--- src/sv/cfe_pkg.sv ---
// ----------------------------------------------------------------------------
// cfe_pkg: shared types and constants for the configuration frame ECC block
// Holds the field widths, the index band limits and the queue item format.
// ----------------------------------------------------------------------------
package cfe_pkg;

    // Field widths.
    localparam int INDEX_W  = 7;
    localparam int WORD_W   = 32;
    localparam int CHECK_W  = 13;
    localparam int UPPER_W  = WORD_W - CHECK_W;

    // Default frame length and queue depth.
    localparam int FRAME_WORDS_DEF = 101;
    localparam int QUEUE_DEPTH_DEF = 2;

    // Index of the word that carries the ECC field.
    localparam logic [INDEX_W-1:0] ECC_INDEX = 7'h32;

    // Upper limits of the lower two index bands.
    localparam logic [INDEX_W-1:0] BAND0_LAST = 7'h06;
    localparam logic [INDEX_W-1:0] BAND1_LAST = 7'h25;

    // Band bases shifted down by five: each base is a multiple of 32.
    localparam logic [7:0] BASE0_HI = 8'(32'h1320 >> 5);
    localparam logic [7:0] BASE1_HI = 8'(32'h1340 >> 5);
    localparam logic [7:0] BASE2_HI = 8'(32'h1360 >> 5);

    // Mask that keeps the upper part of the ECC word.
    localparam logic [WORD_W-1:0] ECC_FIELD_KEEP = 32'hFFFF_E000;

    // One classified word as it travels from the front to the back.
    typedef struct packed {
        logic [CHECK_W-1:0] contrib;    // XOR of all positions of set bits
        logic               is_parity;  // fold overall parity after this word
        logic               is_ecc;     // capture the upper ECC bits
        logic [UPPER_W-1:0] ecc_upper;  // bits 31..13 of the word
        logic               last;       // emit a result after this word
    } t_cfe_item;

endpackage

--- src/sv/cfe_in_if.sv ---
// ----------------------------------------------------------------------------
// cfe_in_if: frame word channel
// Carries one frame word with its index and last-word mark per request.
// ----------------------------------------------------------------------------
interface cfe_in_if
    import cfe_pkg::*;
();
    logic               valid;
    logic               ready;
    logic [INDEX_W-1:0] word_index;
    logic [WORD_W-1:0]  frame_word;
    logic               last_word;

    modport source (output valid, output word_index, output frame_word,
                    output last_word, input ready);
    modport sink   (input valid, input word_index, input frame_word,
                    input last_word, output ready);
endinterface

--- src/sv/cfe_out_if.sv ---
// ----------------------------------------------------------------------------
// cfe_out_if: frame result channel
// Carries the check value and the patched ECC word, one request per frame.
// ----------------------------------------------------------------------------
interface cfe_out_if
    import cfe_pkg::*;
();
    logic               valid;
    logic               ready;
    logic [CHECK_W-1:0] check_value;
    logic [WORD_W-1:0]  patched_ecc_word;

    modport source (output valid, output check_value, output patched_ecc_word,
                    input ready);
    modport sink   (input valid, input check_value, input patched_ecc_word,
                    output ready);
endinterface

--- src/sv/cfe_front.sv ---
// ----------------------------------------------------------------------------
// cfe_front: word classifier
// Masks the ECC field, reduces the word to its check contribution and marks
// the parity, ECC and last-word cases for the back end.
// ----------------------------------------------------------------------------
module cfe_front
    import cfe_pkg::*;
#(
    parameter int FRAME_WORDS = FRAME_WORDS_DEF
) (
    input  logic [INDEX_W-1:0] i_word_index,
    input  logic [WORD_W-1:0]  i_frame_word,
    input  logic               i_last_word,
    output t_cfe_item          o_item
);

    localparam logic [INDEX_W-1:0] PARITY_INDEX = INDEX_W'(FRAME_WORDS - 1);

    logic              w_is_ecc;
    logic [WORD_W-1:0] w_data;
    logic [7:0]        w_base_hi;
    logic [7:0]        w_pos_hi;
    logic [4:0]        w_low_xor;
    logic              w_odd;

    // The ECC word has its check field cleared before it is counted.
    assign w_is_ecc = (i_word_index == ECC_INDEX);
    assign w_data   = w_is_ecc ? (i_frame_word & ECC_FIELD_KEEP) : i_frame_word;

    // Band base, in units of 32 bit positions.
    always_comb begin
        priority if (i_word_index > BAND1_LAST) begin
            w_base_hi = BASE2_HI;
        end else if (i_word_index > BAND0_LAST) begin
            w_base_hi = BASE1_HI;
        end else begin
            w_base_hi = BASE0_HI;
        end
    end

    // Upper eight position bits, wrapping modulo 8192.
    assign w_pos_hi = 8'({1'b0, i_word_index} + w_base_hi);

    // The base has five clear low bits, so each position is the upper part
    // joined to the bit number. The upper part survives only for an odd
    // count of set bits; the low part is the XOR of the set bit numbers.
    always_comb begin
        w_low_xor = '0;
        for (int b = 0; b < WORD_W; b++) begin
            if (w_data[b]) begin
                w_low_xor = w_low_xor ^ 5'(b);
            end
        end
    end

    assign w_odd = ^w_data;

    // Assemble the queue item.
    always_comb begin
        o_item.contrib   = {(w_odd ? w_pos_hi : 8'h00), w_low_xor};
        o_item.is_parity = (i_word_index == PARITY_INDEX);
        o_item.is_ecc    = w_is_ecc;
        o_item.ecc_upper = i_frame_word[WORD_W-1:CHECK_W];
        o_item.last      = i_last_word;
    end

endmodule

--- src/sv/cfe_queue.sv ---
// ----------------------------------------------------------------------------
// cfe_queue: short item queue
// Decouples the classifier from the accumulator so that each side can stall
// on its own.
// ----------------------------------------------------------------------------
module cfe_queue
    import cfe_pkg::*;
#(
    parameter int DEPTH = QUEUE_DEPTH_DEF
) (
    input  logic      i_clk,
    input  logic      i_rst_n,
    input  logic      i_push,
    input  t_cfe_item i_item,
    output logic      o_full,
    input  logic      i_pop,
    output logic      o_valid,
    output t_cfe_item o_item
);

    localparam int PTR_W = (DEPTH > 1) ? $clog2(DEPTH) : 1;
    localparam int CNT_W = $clog2(DEPTH + 1);
    localparam logic [PTR_W-1:0] LAST_PTR = PTR_W'(DEPTH - 1);
    localparam logic [CNT_W-1:0] FULL_CNT = CNT_W'(DEPTH);

    t_cfe_item        r_mem [DEPTH];
    logic [PTR_W-1:0] r_wr_ptr;
    logic [PTR_W-1:0] r_rd_ptr;
    logic [CNT_W-1:0] r_count;
    logic             w_push;
    logic             w_pop;

    assign o_full  = (r_count == FULL_CNT);
    assign o_valid = (r_count != '0);
    assign o_item  = r_mem[r_rd_ptr];
    assign w_push  = i_push && !o_full;
    assign w_pop   = i_pop && o_valid;

    // Storage.
    always_ff @(posedge i_clk) begin
        if (w_push) begin
            r_mem[r_wr_ptr] <= i_item;
        end
    end

    // Pointers and fill count.
    always_ff @(posedge i_clk) begin
        if (!i_rst_n) begin
            r_wr_ptr <= '0;
            r_rd_ptr <= '0;
            r_count  <= '0;
        end else begin
            if (w_push) begin
                r_wr_ptr <= (r_wr_ptr == LAST_PTR) ? '0 : r_wr_ptr + 1'b1;
            end
            if (w_pop) begin
                r_rd_ptr <= (r_rd_ptr == LAST_PTR) ? '0 : r_rd_ptr + 1'b1;
            end
            unique case ({w_push, w_pop})
                2'b10:   r_count <= r_count + 1'b1;
                2'b01:   r_count <= r_count - 1'b1;
                default: r_count <= r_count;
            endcase
        end
    end

endmodule

--- src/sv/cfe_back.sv ---
// ----------------------------------------------------------------------------
// cfe_back: check accumulator and result register
// Folds each item into the running check value and presents the frame
// result in an output register.
// ----------------------------------------------------------------------------
module cfe_back
    import cfe_pkg::*;
(
    input  logic               i_clk,
    input  logic               i_rst_n,
    input  logic               i_valid,
    input  t_cfe_item          i_item,
    output logic               o_pop,
    output logic               o_valid,
    input  logic               i_ready,
    output logic [CHECK_W-1:0] o_check_value,
    output logic [WORD_W-1:0]  o_patched_ecc_word
);

    logic [CHECK_W-1:0] r_acc;
    logic [UPPER_W-1:0] r_held;
    logic               r_out_valid;
    logic [CHECK_W-1:0] r_check;
    logic [WORD_W-1:0]  r_patched;
    logic [CHECK_W-1:0] n_acc;
    logic [UPPER_W-1:0] n_held;
    logic [CHECK_W-1:0] w_sum;

    // A word without result always moves on; a last word waits for room.
    assign o_pop = i_valid && (!i_item.last || !r_out_valid || i_ready);

    // Next running check with the optional parity fold into bit 12.
    always_comb begin
        w_sum = r_acc ^ i_item.contrib;
        n_acc = w_sum;
        if (i_item.is_parity) begin
            n_acc[CHECK_W-1] = w_sum[CHECK_W-1] ^ (^w_sum[CHECK_W-2:0]);
        end
        n_held = i_item.is_ecc ? i_item.ecc_upper : r_held;
    end

    // Running state.
    always_ff @(posedge i_clk) begin
        if (!i_rst_n) begin
            r_acc  <= '0;
            r_held <= '0;
        end else if (o_pop) begin
            r_acc  <= i_item.last ? '0 : n_acc;
            r_held <= n_held;
        end
    end

    // Result handshake.
    always_ff @(posedge i_clk) begin
        if (!i_rst_n) begin
            r_out_valid <= 1'b0;
        end else if (o_pop && i_item.last) begin
            r_out_valid <= 1'b1;
        end else if (i_ready) begin
            r_out_valid <= 1'b0;
        end
    end

    // Result payload.
    always_ff @(posedge i_clk) begin
        if (o_pop && i_item.last) begin
            r_check   <= n_acc;
            r_patched <= {n_held, n_acc};
        end
    end

    assign o_valid            = r_out_valid;
    assign o_check_value      = r_check;
    assign o_patched_ecc_word = r_patched;

endmodule

--- src/sv/config_frame_ecc.sv ---
// ----------------------------------------------------------------------------
// config_frame_ecc: Hamming check value over one configuration frame
// Classifier, short queue and accumulator with a registered result.
// ----------------------------------------------------------------------------
// Frame words arrive on i_in, one request per word, carrying the word index,
// the 32-bit data and a last-word mark. Each word is reduced to its share of
// the 13-bit check value by the front classifier and is then queued.
// The back end folds the queued shares into the running check, applies the
// overall parity at index FRAME_WORDS-1 and captures the ECC word's upper
// bits. A word with the last-word mark produces one request on o_out with
// the check value and the ECC word with its low 13 bits patched.
// Throughput is one word per cycle while the queue has room; a result is valid
// once its last word has passed the queue entry and then the output register.
// Reset clears the queue, the running check, the held ECC bits and the
// output valid flag. While the receiver stalls, words without the last-word
// mark are still absorbed; a last word waits in the queue, and i_in.ready
// drops once the queue of QUEUE_DEPTH entries is full.
// ----------------------------------------------------------------------------
module config_frame_ecc
    import cfe_pkg::*;
#(
    parameter int FRAME_WORDS = FRAME_WORDS_DEF,
    parameter int QUEUE_DEPTH = QUEUE_DEPTH_DEF
) (
    input  logic        i_clk,
    input  logic        i_rst_n,
    cfe_in_if.sink      i_in,
    cfe_out_if.source   o_out
);

    t_cfe_item w_front_item;
    t_cfe_item w_head_item;
    logic      w_full;
    logic      w_head_valid;
    logic      w_pop;

    // Front: classify the incoming word.
    cfe_front #(
        .FRAME_WORDS (FRAME_WORDS)
    ) u_front (
        .i_word_index (i_in.word_index),
        .i_frame_word (i_in.frame_word),
        .i_last_word  (i_in.last_word),
        .o_item       (w_front_item)
    );

    assign i_in.ready = !w_full;

    // Queue between the two halves.
    cfe_queue #(
        .DEPTH (QUEUE_DEPTH)
    ) u_queue (
        .i_clk   (i_clk),
        .i_rst_n (i_rst_n),
        .i_push  (i_in.valid),
        .i_item  (w_front_item),
        .o_full  (w_full),
        .i_pop   (w_pop),
        .o_valid (w_head_valid),
        .o_item  (w_head_item)
    );

    // Back: accumulate and deliver the result.
    cfe_back u_back (
        .i_clk              (i_clk),
        .i_rst_n            (i_rst_n),
        .i_valid            (w_head_valid),
        .i_item             (w_head_item),
        .o_pop              (w_pop),
        .o_valid            (o_out.valid),
        .i_ready            (o_out.ready),
        .o_check_value      (o_out.check_value),
        .o_patched_ecc_word (o_out.patched_ecc_word)
    );

endmodule

--- src/flat_wrapper.sv ---
// flat-port wrapper written by rule: the top's interface ports become plain ports
module config_frame_ecc_flat import cfe_pkg::*;
#(
    parameter int FRAME_WORDS = FRAME_WORDS_DEF,
    parameter int QUEUE_DEPTH = QUEUE_DEPTH_DEF
)
  (i_clk, i_rst_n, i_in_valid, i_in_word_index, i_in_frame_word, i_in_last_word, i_in_ready, o_out_valid, o_out_check_value, o_out_patched_ecc_word, o_out_ready);
  cfe_in_if i_in_i ();
  cfe_out_if o_out_i ();
  input  logic i_clk;
  input  logic i_rst_n;
  input wire logic [$bits(i_in_i.valid)-1:0] i_in_valid;
  input wire logic [$bits(i_in_i.word_index)-1:0] i_in_word_index;
  input wire logic [$bits(i_in_i.frame_word)-1:0] i_in_frame_word;
  input wire logic [$bits(i_in_i.last_word)-1:0] i_in_last_word;
  output wire logic [$bits(i_in_i.ready)-1:0] i_in_ready;
  output wire logic [$bits(o_out_i.valid)-1:0] o_out_valid;
  output wire logic [$bits(o_out_i.check_value)-1:0] o_out_check_value;
  output wire logic [$bits(o_out_i.patched_ecc_word)-1:0] o_out_patched_ecc_word;
  input wire logic [$bits(o_out_i.ready)-1:0] o_out_ready;
  assign i_in_i.valid = i_in_valid;
  assign i_in_i.word_index = i_in_word_index;
  assign i_in_i.frame_word = i_in_frame_word;
  assign i_in_i.last_word = i_in_last_word;
  assign i_in_ready = i_in_i.ready;
  assign o_out_valid = o_out_i.valid;
  assign o_out_check_value = o_out_i.check_value;
  assign o_out_patched_ecc_word = o_out_i.patched_ecc_word;
  assign o_out_i.ready = o_out_ready;
  config_frame_ecc #(.FRAME_WORDS(FRAME_WORDS), .QUEUE_DEPTH(QUEUE_DEPTH)) u_core (.i_clk(i_clk), .i_rst_n(i_rst_n), .i_in(i_in_i), .o_out(o_out_i));
endmodule
--- config.mk ---
export PLATFORM = sky130hd
export DESIGN_NAME = config_frame_ecc_flat
export DESIGN_NICKNAME = d
export VERILOG_FILES = /design/src/sv/cfe_pkg.sv /design/src/sv/cfe_in_if.sv /design/src/sv/cfe_out_if.sv /design/src/sv/cfe_front.sv /design/src/sv/cfe_queue.sv /design/src/sv/cfe_back.sv /design/src/sv/config_frame_ecc.sv /design/src/flat_wrapper.sv
export SDC_FILE = /design/constraint.sdc
export NUM_CORES = 1
export LEC_CHECK = 0
export BUFFER_PORTS_ARGS = -buffer_cell sky130_fd_sc_hd__buf_2
export CORE_MARGIN = 4
export CORE_UTILIZATION = 45
export DETAILED_ROUTE_END_ITERATION = 7
export PLACE_DENSITY = 0.65
export SLEW_MARGIN = 20
export SYNTH_ARGS = -nofsm -noshare
export SYNTH_HDL_FRONTEND = slang
export SYNTH_SLANG_ARGS = --single-unit
--- constraint.sdc ---
create_clock -name i_clk -period 4.4 [get_ports i_clk]
set_input_delay 0.66 -clock i_clk [delete_from_list [all_inputs] [get_ports i_clk]]
set_output_delay 0.66 -clock i_clk [all_outputs]
set_load 0.05 [all_outputs]
==> metrics.txt, run 1 <==
status completed; HP Start i_in_frame_word[16]; NumNets Final around 600; Sw Ratio 37.11%; pin count of the biggest net entering global routing 41; Slew Limit Fails 0; compound-gate portion of the synthesized area under 10%; Met2 Wirelength 5066 µm; post-CTS sizing 0; Synth Area per Inst 12.80 µm²; Clk Latency, worst-skew pair between 0.4 and 0.5 ns; ys async rst share 0%; Clock transition at path regs 0.06 ns; Least-Margin Pin Slew 0.9636 ns; detailed route wirelength on metal3 508 µm; FMAX 352.2 MHz; fin worst setup slack around 1.6 ns; worst r2r path cells 8; Num CTS Buffers 17; filler instances 1,128; number of synthesis warnings 0; root buffer cell clkbuf_16; vias in the first global route around 3,700; first-pass GRT wire length ~19,000 µm; DR WL/cell 14.98 µm; gr usage total about 15%; Hold Path Stages 1; cells after synthesis 484; sequential share of the synthesized area 61.74%; largest family of logic cells by synthesized area XOR/XNOR gates; vias per cell 4.870; xor/xnor share of the synthesized area about an eighth; drt drc 0; sequential power share 34.7%; Clock Path Buffers 2; kind of critical path flop to flop; crit end category flop; area delta synth->final 18.32%; setup TNS 0 ns; highest routed metal layer met4; adder and majority gate portion of the synthesized area less than 1%; Tmin final 2.840 ns; Comb pwr share 40.6%; skew final 0.01175 ns; Initial Util 46.40%; initial DRC count around 180; Worst slew margin 35.53%; Worst EP arrival 2.98 ns; Clock power frac 24.7%; post-CTS setup buffer count 0; GPL Wtd Cong 0.8061; cts hold-fix bufs 0; num rows 42; crit-path max FO 23; Die X about 130 µm; Cell Pwr Density 785.5 nW/µm²; post-synthesis mux area share ~5.7%; dpl ws around 1.2 ns; simple-gate area share of the yosys netlist under 10%; DRT antenna net count 0; CTS H-tree lvls 4; Die Area 15,700 µm²; DRT met1 WL 5584 µm; worst vdd ir 0.5092 mV; area of the multi-input gates 2167 µm²; routed via count 3,682; fin crit share 64.54%; CP Launch Type flop; GRT overflow 0; Post-Route WL around 11,000 µm; Synth Register Bits 140; area leader, netlist edfxtp_1; count of different cell masters after synthesis 38; WHS Endpoint u_core.u_queue.r_mem[0][4]; core area approximately 13,000 µm²; # clock sinks 140; synth cell count leaders edfxtp_1 (102), xnor2_1 (79), nand2_1 (66), dfxtp_1 (38), mux2i_1 (33); clock tree from TritonCTS built; DR pass1 iterations 4; I/O pins 91; Synth top area share 49.45%; final hold violations 0; Port Buffers 90; most common cell in the synthesized netlist edfxtp_1; RSZ-0062 raised after global routing false; largest cells by area after synthesis edfxtp_1 (49%), dfxtp_1 (12%), xnor2_1 (11%), mux2i_1 (5.3%), nand2_1 (4.0%); die height 125.3 µm; top_reg_cell synth edfxtp_1; HP Class input port to flop; Leak Pwr approximately 0.0026 µW; r2r setup slk 1.56 ns; r2r endpoint u_core.u_back.o_patched_ecc_word[12]; sw power 2136 µW; # diodes 0; number of synthesized flops with an enable pin 102; Worst Path Required between 4 and 5 ns; Detail Placement HPWL 7977 µm; layout cells sized above 1 23.79%; final setup vio count 0; Reg area 3825 µm²; Post-Syn Area a little over 6000 µm²; antenna violations before repair 0; Internal Power 3620 µW; Max-cap violations 0; Net Count, Synth 532
[cell type report]
cell class | instances | area share (%)
sequential | 140 | 52.19
multi-input combinational | 308 | 29.57
timing repair buffer | 97 | 6.864
clock buffer | 18 | 5.856
tap | 176 | 3.005
clock inverter | 14 | 2.356
inverter | 3 | 0.1537
[metal layers]
layer / vias to the layer above / global-route usage, %
met5: - / 0
met4: 0 / 5.612
met3: 16 / 3.881
met2: 90 / 22.43
met1: 1732 / 21.04
li1: 1844 / -
[worst max-delay path by stage]
stage / to / slack [ns] / cells after the start
finish: u_core.u_back.o_patched_ecc_word[12] / 1.56 / 8
global placement: u_core.u_queue.r_mem[0][33] / 1.36 / 11
detailed placement: u_core.u_queue.r_mem[1][33] / 1.21 / 11
CTS: u_core.u_back.o_patched_ecc_word[12] / 1.55 / 8
floorplan: u_core.u_queue.r_mem[0][0] / 1.43 / 3
global route: u_core.u_back.o_patched_ecc_word[12] / 1.39 / 8
[critical path, stage by stage (launching register included)]
cell	delay (ns)
dfxtp_2	0.56
buf_4	0.45
mux2i_1	0.36
xnor2_1	0.24
xnor2_1	0.18
xnor2_1	0.15
xnor3_1	0.29
and2_4	0.19
xor2_1	0.15
[per-stage QoR]
stage          area (µm²)  hold WS, ns  utilization (%)  power, µW  cells
6_report             7328       0.4563            54.90       5757    756
5_1_grt              7328       0.4430            54.90       6061    756
3_5_place_dp         6726       0.4617            50.39       4366    724
2_1_floorplan        6193       0.4437                -       3917    484
3_3_place_gp         6726       0.4513            50.39       4293    724
4_1_cts              7328       0.4429            54.90       5792    756
[flip-flops by register name, summed over array words and instances, names as in the netlist, named ones only]
register                          cells
u_core.u_back.r_held                 19
u_core.u_back.o_check_value          12
u_core.u_back.o_patched_ecc_word     20
u_core.u_back.r_acc                  13
u_core.u_queue.r_rd_ptr               1
u_core.u_back.o_valid                 1
u_core.u_queue.r_count                2
u_core.u_queue.r_mem                 70
u_core.u_queue.r_wr_ptr               1
[cells by family after synthesis]
group / after synthesis
simple gates: 117
flops: 140
xor+xnor: 90
fa+ha+maj: 4
compound gates: 62
buf+inv: 36
mux: 35
[power by group through the flow]
stage | Clock [µW] | Combinational, µW | Sequential, µW
floorplan | 0 | 1610 | 2300
global placement | 0 | 2280 | 2010
detailed placement | 0 | 2340 | 2030
CTS | 1440 | 2350 | 2000
global route | 1510 | 2520 | 2030
finish | 1420 | 2340 | 2000
[cells in the final DEF (no fill, tap or decap), types with 2 or more instances in the layout]
| master | Yosys | layout |
|---|---|---|
| nand3_1 | 6 | 6 |
| a21boi_0 | 20 | 20 |
| a31oi_1 | 2 | 2 |
| nand2_1 | 66 | 66 |
| inv_1 | 3 | 3 |
| ha_1 | 3 | 3 |
| nor2_1 | 16 | 15 |
| buf_2 | 1 | 90 |
| o21ai_0 | 20 | 20 |
| edfxtp_1 | 102 | 102 |
| clkbuf_16 | 0 | 17 |
| and2_1 | 5 | 5 |
| clkinvlp_4 | 0 | 5 |
| mux2i_1 | 33 | 32 |
| o21a_1 | 2 | 2 |
| a22oi_1 | 12 | 12 |
| bufinv_16 | 0 | 3 |
| clkinv_4 | 0 | 4 |
| buf_4 | 13 | 7 |
| mux2_2 | 2 | 2 |
| clkinv_2 | 0 | 2 |
| nor2b_1 | 13 | 13 |
| nand2b_1 | 2 | 2 |
| or2_2 | 2 | 2 |
| a21o_1 | 3 | 3 |
| a21oi_1 | 2 | 2 |
| xor2_1 | 9 | 9 |
| xnor2_1 | 79 | 79 |
| dfxtp_1 | 38 | 37 |
(Power assumes the default switching activity.)
==> run 2: changes to the inputs <==
Settings changed: PLACE_DENSITY 0.65 to 0.68.
Clock period 4.4 ns to 2.6 ns, I/O delays scaled along.
==> metrics.txt, run 2 (synthesized netlist as in run 1, its figures left out) <==
Sw Ratio 36.67%; Worst Path Required 2.74 ns; GRT overflow 0; vias in the first global route 3,639; final hold violations 0; Core Util, Final between 50 and 60%; post-CTS setup buffer count 0; Clock transition at path regs 0.05 ns; slowest cell on the critical path xnor3_1; core area 13,350 µm²; Worst slew margin 60.43%; Port Buffers 90; layout cells sized above 1 23.99%; routed via count 3,729; most common cell after layout, fill and taps aside edfxtp_1; Clock power frac between 20% and 30%; first-pass GRT wire length 18,260 µm; largest reg by FF count u_core.u_queue.r_mem; pin count of the biggest net entering global routing between 40 and 50; Worst EP arrival approximately 2.6 ns; Detail Placement HPWL 7959 µm; initial DRC count 212; RSZ-0062 raised after global routing false; Num CTS Buffers 17; DR pass1 iterations 4; Comb pwr share around 42%; DRT antenna net count 0; Reg area around 3800 µm²; # clock sinks 140; CP Launch Type flop; Internal Power between 6000 and 7000 µW; skew final ~0.0063 ns; I/O pins between 90 and 100; vias per cell 4.855; Crit path top cell by count xnor2_1; setup TNS 0 ns; post-CTS sizing 0; Cell Pwr Density 1297 nW/µm²; DR WL/cell 14.47 µm; final setup vio count 0; Clk Latency, worst-skew pair 0.41 ns; drt drc 0; die height 125.3 µm; GPL Wtd Cong roughly 0.8; antenna violations before repair 0; sw power 3512 µW; FMAX 403.3 MHz; NumNets Final 627; Max-cap violations 0; kind of critical path flop to flop; Least-Margin Pin Slew 0.5892 ns; Slew Limit Fails 0; hold slack 0.1776 ns; # diodes 0; area of the multi-input gates 2171 µm²; crit end category flop; Die Area 15,700 µm²; Largest stage delay, worst path about 0.46 ns; Initial Util 46.40%; status completed; Clock Path Buffers 2; num rows 42; most frequent cells in the layout edfxtp_1 (102), buf_2 (90), xnor2_1 (79), nand2_1 (66), dfxtp_1 (37); root buffer cell clkbuf_16; Die X ~130 µm; clock tree from TritonCTS built; filler instances between 1,000 and 1,500; Leak Pwr 0.002653 µW; CTS H-tree lvls 4; max reg flops 70; sequential power share 34.9%; area delta synth->final 19.23%; worst vdd ir 0.6475 mV; Tmin final 2.480 ns; gr usage total 14.72%; crit-path cells buf_12 -> mux2i_1 -> xnor2_1 -> xnor2_1 -> xnor2_1 -> xnor3_1 -> and2_4 -> xor2_1; fin crit share 95.37%; HP Class input port to flop; cts hold-fix bufs 0; Post-Route WL roughly 11,000 µm; crit-path max FO 19
-- run 2: cell types whose count changed in the layout (fill, tap and decap cells not counted) --
cell | previous run | this run
mux2i_2 | 1 | 2
clkbuf_1 | 1 | 8
clkinv_2 | 2 | 1
clkinv_1 | 0 | 2
clkinvlp_4 | 5 | 0
mux2i_1 | 32 | 31
buf_12 | 0 | 2
buf_4 | 7 | 17
bufinv_16 | 3 | 1
clkbuf_8 | 0 | 3
clkinv_4 | 4 | 0
-- run 2: path summary, 6_finish.rpt --
path,depth (start not counted),end,slack (ns),startpoint
setup / recovery,8,u_core.u_back.o_patched_ecc_word[12],0.12,flop
hold / removal,1,u_core.u_queue.r_mem[0][0],0.18,i_in_last_word
setup reg to reg,8,u_core.u_back.o_patched_ecc_word[12],0.12,flop
hold reg to reg,2,u_core.u_back.r_held[7],0.47,u_core.u_back.r_held[7]
-- run 2: worst max-delay path: cells and delay by family, from the launching register on --
family,cells,cell delay (ns)
buffers and inverters,1,0.18
AND/OR/NAND/NOR,1,0.18
flip-flops,1,0.33
multiplexers,1,0.30
XOR/XNOR,5,1.19
-- run 2: stage by stage --
step	setup WS [ns]	power [µW]	std cells	cell area, µm²
after CTS	0.1217	9644	768	7381
after global routing	0.01271	10100	768	7385
after detailed placement	-0.1514	7459	736	6842
final	0.1203	9579	768	7385
after global placement	-0.06214	7320	736	6842
after floorplan	0.009626	6629	484	6196
-- run 2: area by class of cell --
| type | count | area share, % |
|---|---|---|
| repair buffers | 109 | 8.370 |
| multi-input cells | 308 | 29.40 |
| well taps | 176 | 2.982 |
| clock inverters | 4 | 0.5761 |
| inverters | 3 | 0.1525 |
| flip-flops and latches | 140 | 51.80 |
| clock buffers | 28 | 6.727 |
-- run 2: metal layers --
metal / vias to the layer above / global-route usage (%) / routed length [µm]
met5: - / 0 / 0
met2: 96 / 22.59 / 5111
met4: 0 / 5.357 / 175
li1: 1859 / - / -
met1: 1756 / 20.07 / 5199
met3: 18 / 4.222 / 629
-- run 2: power groups by stage --
stage          registers [µW]  clock network [µW]  logic, µW
6_report                 3350                2190       4040
5_1_grt                  3400                2340       4360
4_1_cts                  3350                2220       4070
3_5_place_dp             3390                   0       4070
3_3_place_gp             3370                   0       3950
2_1_floorplan            3900                   0       2730
